[src/rtl/rvrr_pkg.sv]
// Package: sizes, word types, controller states and command/status bundles of the reorder unit.
`timescale 1ns / 1ps
package rvrr_pkg;

  localparam int CACHE_SLOTS = 32;  // power of two: slot index is the low bits of the sequence
  localparam int IDX_W       = $clog2(CACHE_SLOTS);
  localparam int CNT_W       = $clog2(CACHE_SLOTS + 1);
  localparam int SEQ_W       = 16;
  localparam int HANDLE_W    = 16;

  typedef struct packed {
    logic                is_video;
    logic [SEQ_W-1:0]    seq_number;
    logic [HANDLE_W-1:0] packet_handle;
  } in_word_t;

  typedef struct packed {
    logic                out_is_video;
    logic [SEQ_W-1:0]    out_seq_number;
    logic [HANDLE_W-1:0] out_handle;
    logic                last_of_run;
  } out_word_t;

  typedef struct packed {
    logic [SEQ_W-1:0]    seq;
    logic [HANDLE_W-1:0] handle;
  } slot_t;

  typedef enum logic [1:0] {
    ST_IDLE,
    ST_LOOKUP,
    ST_RUN
  } state_e;

  typedef struct packed {
    logic in_ready;
    logic rd_from_in;   // read address from the arriving word
    logic rd_next;      // read address cur_seq + 1, else cur_seq
    logic ld_audio;
    logic cap_video;
    logic wr_slot;
    logic emit_first;
    logic run_start;
    logic run_step;
    logic run_end;
  } cmd_t;

  typedef struct packed {
    logic in_valid;
    logic in_is_video;
    logic hit;
    logic is_next;
    logic started;
    logic out_free;
    logic run_full;
  } sts_t;

  function automatic logic [IDX_W-1:0] slot_idx(input logic [SEQ_W-1:0] s);
    return s[IDX_W-1:0];
  endfunction

endpackage

[src/rtl/rvrr_if.sv]
// Handshake channel interfaces for arriving packets and released words.
`timescale 1ns / 1ps
interface rvrr_in_if;
  import rvrr_pkg::*;
  logic     valid;
  logic     ready;
  in_word_t data;
  modport source (output valid, output data, input ready);
  modport sink   (input valid, input data, output ready);
endinterface

interface rvrr_out_if;
  import rvrr_pkg::*;
  logic      valid;
  logic      ready;
  out_word_t data;
  modport source (output valid, output data, input ready);
  modport sink   (input valid, input data, output ready);
endinterface

[src/rtl/rtp_video_reorder_release_unit.sv]
// Top level of the RTP video reorder and release unit.
//
//  channel | dir | handshake          | word
//  --------+-----+--------------------+-------------------------------------------------
//  pkt_i   | in  | valid/ready        | is_video, seq_number, packet_handle
//  rel_o   | out | valid/ready        | out_is_video, out_seq_number, out_handle,
//          |     |                    | last_of_run
//
// Audio: one word per cycle while the output register can take it, straight into that register.
// Video: an accept in the idle state, then a lookup on the slot RAM; a released run
// then reads one slot RAM entry per word (single read port).
// Reset clears the slot valid bits at once; no clearing pass.
// A stalled output register holds the run in place; pkt_i.ready is low until the
// item's work is done and the output register can take a word.
`timescale 1ns / 1ps
module rtp_video_reorder_release_unit (
  input  logic          clk_i,
  input  logic          rst_ni,
  rvrr_in_if.sink       pkt_i,
  rvrr_out_if.source    rel_o
);
  import rvrr_pkg::*;

  cmd_t cmd;
  sts_t sts;

  rvrr_ctrl u_ctrl (
    .clk_i  (clk_i),
    .rst_ni (rst_ni),
    .sts_i  (sts),
    .cmd_o  (cmd)
  );

  rvrr_dp u_dp (
    .clk_i       (clk_i),
    .rst_ni      (rst_ni),
    .cmd_i       (cmd),
    .sts_o       (sts),
    .in_valid_i  (pkt_i.valid),
    .in_data_i   (pkt_i.data),
    .out_ready_i (rel_o.ready),
    .out_valid_o (rel_o.valid),
    .out_data_o  (rel_o.data)
  );

  assign pkt_i.ready = cmd.in_ready;

  // at most one load of the output register per cycle
  a_one_load: assert property (@(posedge clk_i) disable iff (!rst_ni)
    $onehot0({cmd.ld_audio, cmd.emit_first, cmd.run_step, cmd.run_end}))
    else $error("more than one output load in a cycle");

  // a word is never loaded over one that is still waiting
  a_load_free: assert property (@(posedge clk_i) disable iff (!rst_ni)
    (cmd.ld_audio || cmd.emit_first || cmd.run_step || cmd.run_end) |-> sts.out_free)
    else $error("output word overwritten");

  // a video word keeps the input closed during its lookup
  a_video_busy: assert property (@(posedge clk_i) disable iff (!rst_ni)
    (pkt_i.valid && pkt_i.ready && pkt_i.data.is_video) |=> !pkt_i.ready)
    else $error("input taken during lookup");

  // audio is always a single, final word
  a_audio_last: assert property (@(posedge clk_i) disable iff (!rst_ni)
    (rel_o.valid && !rel_o.data.out_is_video) |-> rel_o.data.last_of_run)
    else $error("audio word without last_of_run");

endmodule

[src/rtl/rvrr_ram.sv]
// Generic single-write, single-read RAM with registered read data.
`timescale 1ns / 1ps
module rvrr_ram #(
  parameter int WIDTH = 32,
  parameter int DEPTH = 32
) (
  input  logic                     clk_i,
  input  logic                     we_i,
  input  logic [$clog2(DEPTH)-1:0] waddr_i,
  input  logic [WIDTH-1:0]         wdata_i,
  input  logic [$clog2(DEPTH)-1:0] raddr_i,
  output logic [WIDTH-1:0]         rdata_o
);

  logic [WIDTH-1:0] mem_q [DEPTH];
  logic [WIDTH-1:0] rdata_q;

  always_ff @(posedge clk_i) begin
    if (we_i) begin
      mem_q[waddr_i] <= wdata_i;
    end
    rdata_q <= mem_q[raddr_i];
  end

  assign rdata_o = rdata_q;

endmodule

[src/rtl/rvrr_ctrl.sv]
// Controller state machine: sequences lookup, cache write and run release.
`timescale 1ns / 1ps
module rvrr_ctrl (
  input  logic            clk_i,
  input  logic            rst_ni,
  input  rvrr_pkg::sts_t  sts_i,
  output rvrr_pkg::cmd_t  cmd_o
);
  import rvrr_pkg::*;

  state_e state_q, state_d;

  always_ff @(posedge clk_i or negedge rst_ni) begin
    if (!rst_ni) begin
      state_q <= ST_IDLE;
    end else begin
      state_q <= state_d;
    end
  end

  always_comb begin
    state_d = state_q;
    cmd_o   = '0;
    case (state_q)
      ST_IDLE: begin
        cmd_o.in_ready   = sts_i.out_free;
        cmd_o.rd_from_in = 1'b1;
        if (sts_i.in_valid && sts_i.out_free) begin
          if (sts_i.in_is_video) begin
            cmd_o.cap_video = 1'b1;
            state_d         = ST_LOOKUP;
          end else begin
            cmd_o.ld_audio = 1'b1;
          end
        end
      end
      ST_LOOKUP: begin
        // rewriting the same slot during a hold is harmless
        cmd_o.wr_slot = !sts_i.hit;
        if (!sts_i.started) begin
          if (sts_i.out_free) begin
            cmd_o.emit_first = 1'b1;
            state_d          = ST_IDLE;
          end
        end else if (sts_i.is_next) begin
          cmd_o.run_start = 1'b1;
          cmd_o.rd_next   = 1'b1;
          state_d         = ST_RUN;
        end else begin
          // stale, repeated or ahead of a gap: nothing released
          state_d = ST_IDLE;
        end
      end
      ST_RUN: begin
        // one word is always pending; it goes out once the next slot is known
        if (sts_i.hit && !sts_i.run_full) begin
          if (sts_i.out_free) begin
            cmd_o.run_step = 1'b1;
            cmd_o.rd_next  = 1'b1;
          end
        end else if (sts_i.out_free) begin
          cmd_o.run_end = 1'b1;
          state_d       = ST_IDLE;
        end
      end
      default: begin
        state_d = ST_IDLE;
      end
    endcase
  end

endmodule

[src/rtl/rvrr_dp.sv]
// Datapath: slot cache, valid bits, sequence state, pending word and output register.
`timescale 1ns / 1ps
module rvrr_dp (
  input  logic                clk_i,
  input  logic                rst_ni,
  input  rvrr_pkg::cmd_t      cmd_i,
  output rvrr_pkg::sts_t      sts_o,
  input  logic                in_valid_i,
  input  rvrr_pkg::in_word_t  in_data_i,
  input  logic                out_ready_i,
  output logic                out_valid_o,
  output rvrr_pkg::out_word_t out_data_o
);
  import rvrr_pkg::*;

  logic [CACHE_SLOTS-1:0] valid_q, valid_d;
  logic                   started_q, started_d;
  logic [SEQ_W-1:0]       last_q, last_d;
  logic [CNT_W-1:0]       count_q, count_d;
  logic                   out_valid_q, out_valid_d;
  out_word_t              out_q, out_d;
  logic [SEQ_W-1:0]       cur_seq_q, cur_seq_d;
  logic [HANDLE_W-1:0]    in_handle_q, in_handle_d;
  logic [HANDLE_W-1:0]    pend_q, pend_d;

  logic [SEQ_W-1:0] cur_inc;
  logic [SEQ_W-1:0] cur_dec;
  logic [IDX_W-1:0] cur_idx;
  logic [IDX_W-1:0] raddr;
  slot_t            rd_slot;
  slot_t            wr_slot;
  logic             hit;
  logic             out_free;

  assign cur_inc = cur_seq_q + 16'd1;
  assign cur_dec = cur_seq_q - 16'd1;
  assign cur_idx = slot_idx(cur_seq_q);

  always_comb begin
    if (cmd_i.rd_from_in) begin
      raddr = slot_idx(in_data_i.seq_number);
    end else if (cmd_i.rd_next) begin
      raddr = slot_idx(cur_inc);
    end else begin
      raddr = cur_idx;
    end
  end

  assign wr_slot = '{seq: cur_seq_q, handle: in_handle_q};

  rvrr_ram #(
    .WIDTH ($bits(slot_t)),
    .DEPTH (CACHE_SLOTS)
  ) u_slot_ram (
    .clk_i   (clk_i),
    .we_i    (cmd_i.wr_slot),
    .waddr_i (cur_idx),
    .wdata_i (wr_slot),
    .raddr_i (raddr),
    .rdata_o (rd_slot)
  );

  assign hit      = valid_q[cur_idx] && (rd_slot.seq == cur_seq_q);
  assign out_free = !out_valid_q || out_ready_i;

  // only the successor of the last released number starts a run;
  // every other number is at or behind it, or leaves a gap
  assign sts_o = '{
    in_valid:    in_valid_i,
    in_is_video: in_data_i.is_video,
    hit:         hit,
    is_next:     started_q && (cur_seq_q == 16'(last_q + 16'd1)),
    started:     started_q,
    out_free:    out_free,
    run_full:    count_q == CNT_W'(CACHE_SLOTS)
  };

  always_comb begin
    valid_d     = valid_q;
    started_d   = started_q;
    last_d      = last_q;
    count_d     = count_q;
    cur_seq_d   = cur_seq_q;
    in_handle_d = in_handle_q;
    pend_d      = pend_q;
    out_d       = out_q;
    out_valid_d = out_valid_q && !out_ready_i;

    if (cmd_i.cap_video) begin
      cur_seq_d   = in_data_i.seq_number;
      in_handle_d = in_data_i.packet_handle;
    end
    if (cmd_i.wr_slot) begin
      valid_d[cur_idx] = 1'b1;
    end
    if (cmd_i.ld_audio) begin
      out_d       = '{out_is_video: 1'b0, out_seq_number: in_data_i.seq_number,
                      out_handle: in_data_i.packet_handle, last_of_run: 1'b1};
      out_valid_d = 1'b1;
    end
    if (cmd_i.emit_first) begin
      started_d   = 1'b1;
      last_d      = cur_seq_q;
      out_d       = '{out_is_video: 1'b1, out_seq_number: cur_seq_q,
                      out_handle: in_handle_q, last_of_run: 1'b1};
      out_valid_d = 1'b1;
    end
    if (cmd_i.run_start) begin
      // a duplicate keeps the handle stored first
      pend_d    = hit ? rd_slot.handle : in_handle_q;
      cur_seq_d = cur_inc;
      count_d   = CNT_W'(1);
    end
    if (cmd_i.run_step) begin
      out_d       = '{out_is_video: 1'b1, out_seq_number: cur_dec,
                      out_handle: pend_q, last_of_run: 1'b0};
      out_valid_d = 1'b1;
      pend_d      = rd_slot.handle;
      cur_seq_d   = cur_inc;
      count_d     = count_q + CNT_W'(1);
    end
    if (cmd_i.run_end) begin
      out_d       = '{out_is_video: 1'b1, out_seq_number: cur_dec,
                      out_handle: pend_q, last_of_run: 1'b1};
      out_valid_d = 1'b1;
      last_d      = cur_dec;
    end
  end

  always_ff @(posedge clk_i or negedge rst_ni) begin
    if (!rst_ni) begin
      valid_q     <= '0;
      started_q   <= 1'b0;
      last_q      <= '0;
      count_q     <= '0;
      out_valid_q <= 1'b0;
    end else begin
      valid_q     <= valid_d;
      started_q   <= started_d;
      last_q      <= last_d;
      count_q     <= count_d;
      out_valid_q <= out_valid_d;
    end
  end

  always_ff @(posedge clk_i) begin
    out_q       <= out_d;
    cur_seq_q   <= cur_seq_d;
    in_handle_q <= in_handle_d;
    pend_q      <= pend_d;
  end

  assign out_valid_o = out_valid_q;
  assign out_data_o  = out_q;

endmodule
[src/flat_wrapper.sv]
// flat-port wrapper written by rule: the top's interface ports become plain ports
module rtp_video_reorder_release_unit_flat import rvrr_pkg::*;
  (clk_i, rst_ni, pkt_i_valid, pkt_i_data, pkt_i_ready, rel_o_valid, rel_o_data, rel_o_ready);
  rvrr_in_if pkt_i_i ();
  rvrr_out_if rel_o_i ();
  input  logic clk_i;
  input  logic rst_ni;
  input wire logic [$bits(pkt_i_i.valid)-1:0] pkt_i_valid;
  input wire logic [$bits(pkt_i_i.data)-1:0] pkt_i_data;
  output wire logic [$bits(pkt_i_i.ready)-1:0] pkt_i_ready;
  output wire logic [$bits(rel_o_i.valid)-1:0] rel_o_valid;
  output wire logic [$bits(rel_o_i.data)-1:0] rel_o_data;
  input wire logic [$bits(rel_o_i.ready)-1:0] rel_o_ready;
  assign pkt_i_i.valid = pkt_i_valid;
  assign pkt_i_i.data = pkt_i_data;
  assign pkt_i_ready = pkt_i_i.ready;
  assign rel_o_valid = rel_o_i.valid;
  assign rel_o_data = rel_o_i.data;
  assign rel_o_i.ready = rel_o_ready;
  rtp_video_reorder_release_unit u_core (.clk_i(clk_i), .rst_ni(rst_ni), .pkt_i(pkt_i_i), .rel_o(rel_o_i));
endmodule
[config.mk]
export PLATFORM = sky130hd
export DESIGN_NAME = rtp_video_reorder_release_unit_flat
export DESIGN_NICKNAME = d
export VERILOG_FILES = /design/src/rtl/rvrr_pkg.sv /design/src/rtl/rvrr_if.sv /design/src/rtl/rtp_video_reorder_release_unit.sv /design/src/rtl/rvrr_ram.sv /design/src/rtl/rvrr_ctrl.sv /design/src/rtl/rvrr_dp.sv /design/src/flat_wrapper.sv
export SDC_FILE = /design/constraint.sdc
export NUM_CORES = 2
export LEC_CHECK = 0
export ABC_AREA = 1
export BUFFER_PORTS_ARGS = -buffer_cell sky130_fd_sc_hd__buf_4
export CELL_PAD_IN_SITES_DETAIL_PLACEMENT = 1
export CELL_PAD_IN_SITES_GLOBAL_PLACEMENT = 2
export CORE_MARGIN = 3
export CORE_UTILIZATION = 46
export CTS_CLUSTER_SIZE = 40
export DETAILED_ROUTE_END_ITERATION = 12
export PLACE_DENSITY_LB_ADDON = 0.1
export SLEW_MARGIN = 30
export SYNTH_ARGS = -nofsm -noshare
export SYNTH_HDL_FRONTEND = slang
export SYNTH_SLANG_ARGS = --single-unit
[constraint.sdc]
create_clock -name clk_i -period 7 [get_ports clk_i]
set_input_delay 2.1 -clock clk_i [delete_from_list [all_inputs] [get_ports clk_i]]
set_output_delay 2.1 -clock clk_i [all_outputs]
set_load 0.1 [all_outputs]
==> out/qor.txt <==
CTS tree = yes
Core ar. = 115,000 sq um
area share of fa/ha/maj cells after synthesis = 0.258%
simple-gate area share of the yosys netlist = 23.3%
logic gate share of total power = 30.6%
leading cell type in the layout, fill and taps excluded = nand2_1
Final WS setup = 1.68 ns
worst-case vdd ir drop = 0.000311 V
DP Worst Slack = 1.61 ns
CTS H-tree depth = 4
Syn. warnings = 0
Sw Ratio = 37.0%
sequential fraction of design power = 39.0%
vias per cell = 5.70
Int Pwr = 14.0 mW
status = complete, no violations
Starting Density = 46.5%
Crit path max-delay family = simple AND/OR/NAND/NOR gates
Max clock buf depth = 3
Fin. Hold Viols = 0
max-slew violations = 0
Vias = 38,700
via count of the first global-routing pass = 39,700
Cells after Synth = 5,146
row count = 124
minimum clock period = 5.32 ns
setup TNS = 0 ns
Global Route Usage Sum = 29.4%
fin crit share = 76.0%
worst endpoint required time = 4.90 ns
Crit-path slowest cell = nor2_1
worst-path cell chain = buf_4 -> nor2_1 -> nor2_1 -> buf_4
Worst slew margin = 33.6%
drt initial violations = 3,765
CTS Buf Count = 136
nets = 5,219
number of distinct library cells after synthesis = 42
ys async rst share = 4.85%
leak pwr = 24.3 nW
Critical Path Sink Type = output port
Skew-Pair Late Insertion Delay = 0.76 ns
largest family of logic cells by synthesized area = simple AND/OR/NAND/NOR gates
DRC viols = 0
Port Buffers = 72
syn_nets = 5,194
Critical Path Max Stage Delay = 0.59 ns
Worst-path clk slew = 0.06 ns
post-synthesis compound-gate area fraction = 1.67%
hold crit path type = register to register
syn avg cell area = 10.4 sq um
#FFs+latches synth = 1,196
synthesis-to-layout area growth = 12.7%
Synth Flop Type = edfxtp_1
Worst EP arrival = 3.22 ns
Die Wd = 346 microns
total grt overflow = 0
Pwr per Cell Area = 371 nW/um^2
initial antenna violation count = 2
Clock Sinks = 1,196
synthesized area = 53,300 sq um
total power = 22.3 mW
mux contribution to synthesized area = 0%
Post-DP Area = 55,900 sq um
largest net degree at the start of global routing = 206
placed wire-length estimate = 96,000 microns
RePlAce Congestion = 0.838
# fillers = 12,300
most frequent cells in the layout = nand2_1 (1,278), nand3_1 (1,150), edfxtp_1 (1,104)
root buf cell = clkbuf_16
Post-Layout Inst Area = 60,100 sq um
Max Freq = 0.188 GHz
post-CTS setup buffers = 0
Max-cap violations = 0
Die Y-Extent = 346 microns
Worst Skew = 0.0319 ns
Seq/Total Area, Yosys = 66.2%
Clk pwr share = 30.4%
Wirelength per Cell = 26.0 microns
CTS resizes = 0
synth top area cells = edfxtp_1 (62%), nand3_1 (11%), nand2_1 (9.0%)
first drt pass iteration count = 5
DRT Wirelength = 177,000 microns
final setup violation count = 0
fraction of layout cells with a size suffix above 1 = 8.67%
worst slew pin tran = 0.993 ns
first-pass GRT wire length = 263,000 microns
Post-DRT Antenna Nets = 0
Final Util = 52.4%
post-synthesis xor/xnor area fraction = 0.788%
RSZ-0062 raised after global routing = no
switching power = 8.26 mW
Yosys top cell area share = 62.2%
hold-fix buffer count after cts = 0
CP Buf/Inv Count = 2
CP startpoint kind = input pin
IO Count = 73
critical path peak fanout = 8
DIE AREA = 120,000 sq um
area leader, netlist = edfxtp_1
count of flip-flops with a built-in enable after synthesis = 1,104
critical path type = input pin to output port
cells in the mapped netlist, types with 3 or more instances:
library cell	instances
nand2_1	1279
nand3_1	1150
edfxtp_1	1104
inv_1	673
buf_2	184
nand3b_1	162
o21ai_0	104
clkbuf_1	97
nor2_1	91
dfrtp_1	58
dfxtp_1	34
xor2_1	33
buf_6	16
nor3_1	16
xnor2_1	15
a21oi_1	14
inv_2	12
ha_1	11
o311ai_0	11
buf_4	10
nand4_1	10
buf_1	9
o211ai_1	8
o22ai_1	6
or2_2	6
a31oi_1	4
nand2_2	4
nor2_2	4
nand2_4	3
nor4_1	3
o221ai_1	3
stage by stage:
step                      cells  hold WS [ns]
after floorplan            5146         0.427
after global placement     6538         0.435
after detailed placement   6544         0.439
after CTS                  6792         0.452
after global routing       6793         0.472
final                      6794         0.453
final cells by class:
cell class,count,area [sq um],share of cell area (%)
sequential,1196,35300,58.7
inverter,686,2590,4.32
tap,1512,1890,3.15
antenna,1,2.50,0.00417
clock inverter,57,367,0.610
clock buffer,191,3790,6.30
multi-input combinational,2947,14200,23.6
timing repair buffer,204,1960,3.26
final timing paths:
kind | start | endpoint | slack [ns] | cells after the start
worst max-delay path | rel_o_ready | pkt_i_ready | 1.68 | 4
worst min-delay path | u_core.u_dp.out_data_o[33]$_SDFFE_PP1P_ | u_core.u_dp.out_data_o[33]$_SDFFE_PP1P_ | 0.45 | 2
worst max register to register | u_core.u_dp.cur_seq_q[0]$_DFFE_PP_ | u_core.u_dp.u_slot_ram.mem_q[4][2]$_DFFE_PP_ | 2.06 | 14
worst min register to register | u_core.u_dp.out_data_o[33]$_SDFFE_PP1P_ | u_core.u_dp.out_data_o[33]$_SDFFE_PP1P_ | 0.45 | 2
max in group asynchronous | rst_ni | u_core.u_dp.valid_q[19]$_DFFE_PN0P_ | 4.92 | 1
min in group asynchronous | rst_ni | u_core.u_dp.last_q[7]$_DFFE_PN0P_ | 1.46 | 1
sequential cells by signal, summed over array words and instances, names as in the netlist:
name / cells
u_core.u_dp.u_slot_ram.rdata_o: 32
u_core.u_dp.cur_seq_q: 16
u_core.u_dp.out_valid_o: 1
u_core.u_dp.in_handle_q: 16
u_core.u_dp.out_data_o: 34
u_core.u_dp.pend_q: 16
u_core.u_ctrl.state_q: 2
u_core.u_dp.u_slot_ram.mem_q: 1024
u_core.u_dp.valid_q: 32
u_core.u_dp.count_q: 6
u_core.u_dp.started_q: 1
u_core.u_dp.last_q: 16
logic make-up (layout without fill, tap and decap cells):
| group | count (synthesis) | count (layout) |
|---|---|---|
| xor gates and xnor gates | 48 | 48 |
| DFF | 1196 | 1196 |
| buffers and inverters | 1003 | 1138 |
| and+or+nand+nor | 2731 | 2731 |
| AOI/OAI and AO/OA | 157 | 157 |
| other | 0 | 1 |
| adders and majority gates | 11 | 11 |
per-layer routing:
metal  vias to the layer above  wire [microns]  global-route usage, %
met3                       262           10400                   3.80
met5                         -               0                      0
met1                     19900           77800                   41.3
met2                      1202           84100                   48.1
li1                      17400               -                      -
met4                         0            4640                   8.54
power by group through the flow:
stage | clock, mW | sequential, mW | combinational, mW
6_report | 6.77 | 8.70 | 6.83
5_1_grt | 7.17 | 8.72 | 7.54
4_1_cts | 6.87 | 8.70 | 6.87
3_5_place_dp | 0 | 8.84 | 6.83
3_3_place_gp | 0 | 8.84 | 6.72
2_1_floorplan | 0 | 8.98 | 4.30
worst register-to-register path, cell delays in order (launching register included):
cell	delay, ns
edfxtp_1	0.36
buf_4	0.52
nand2_1	0.15
nand3_1	0.12
nand2_1	0.05
nand2_1	0.09
nand2_1	0.07
nor2_1	0.09
nand2_1	0.17
nand2_1	0.21
inv_2	0.26
nor2_1	0.42
nand2_1	0.68
nor2_4	0.73
buf_4	0.62
No activity file was read; power rests on OpenSTA's default activity.
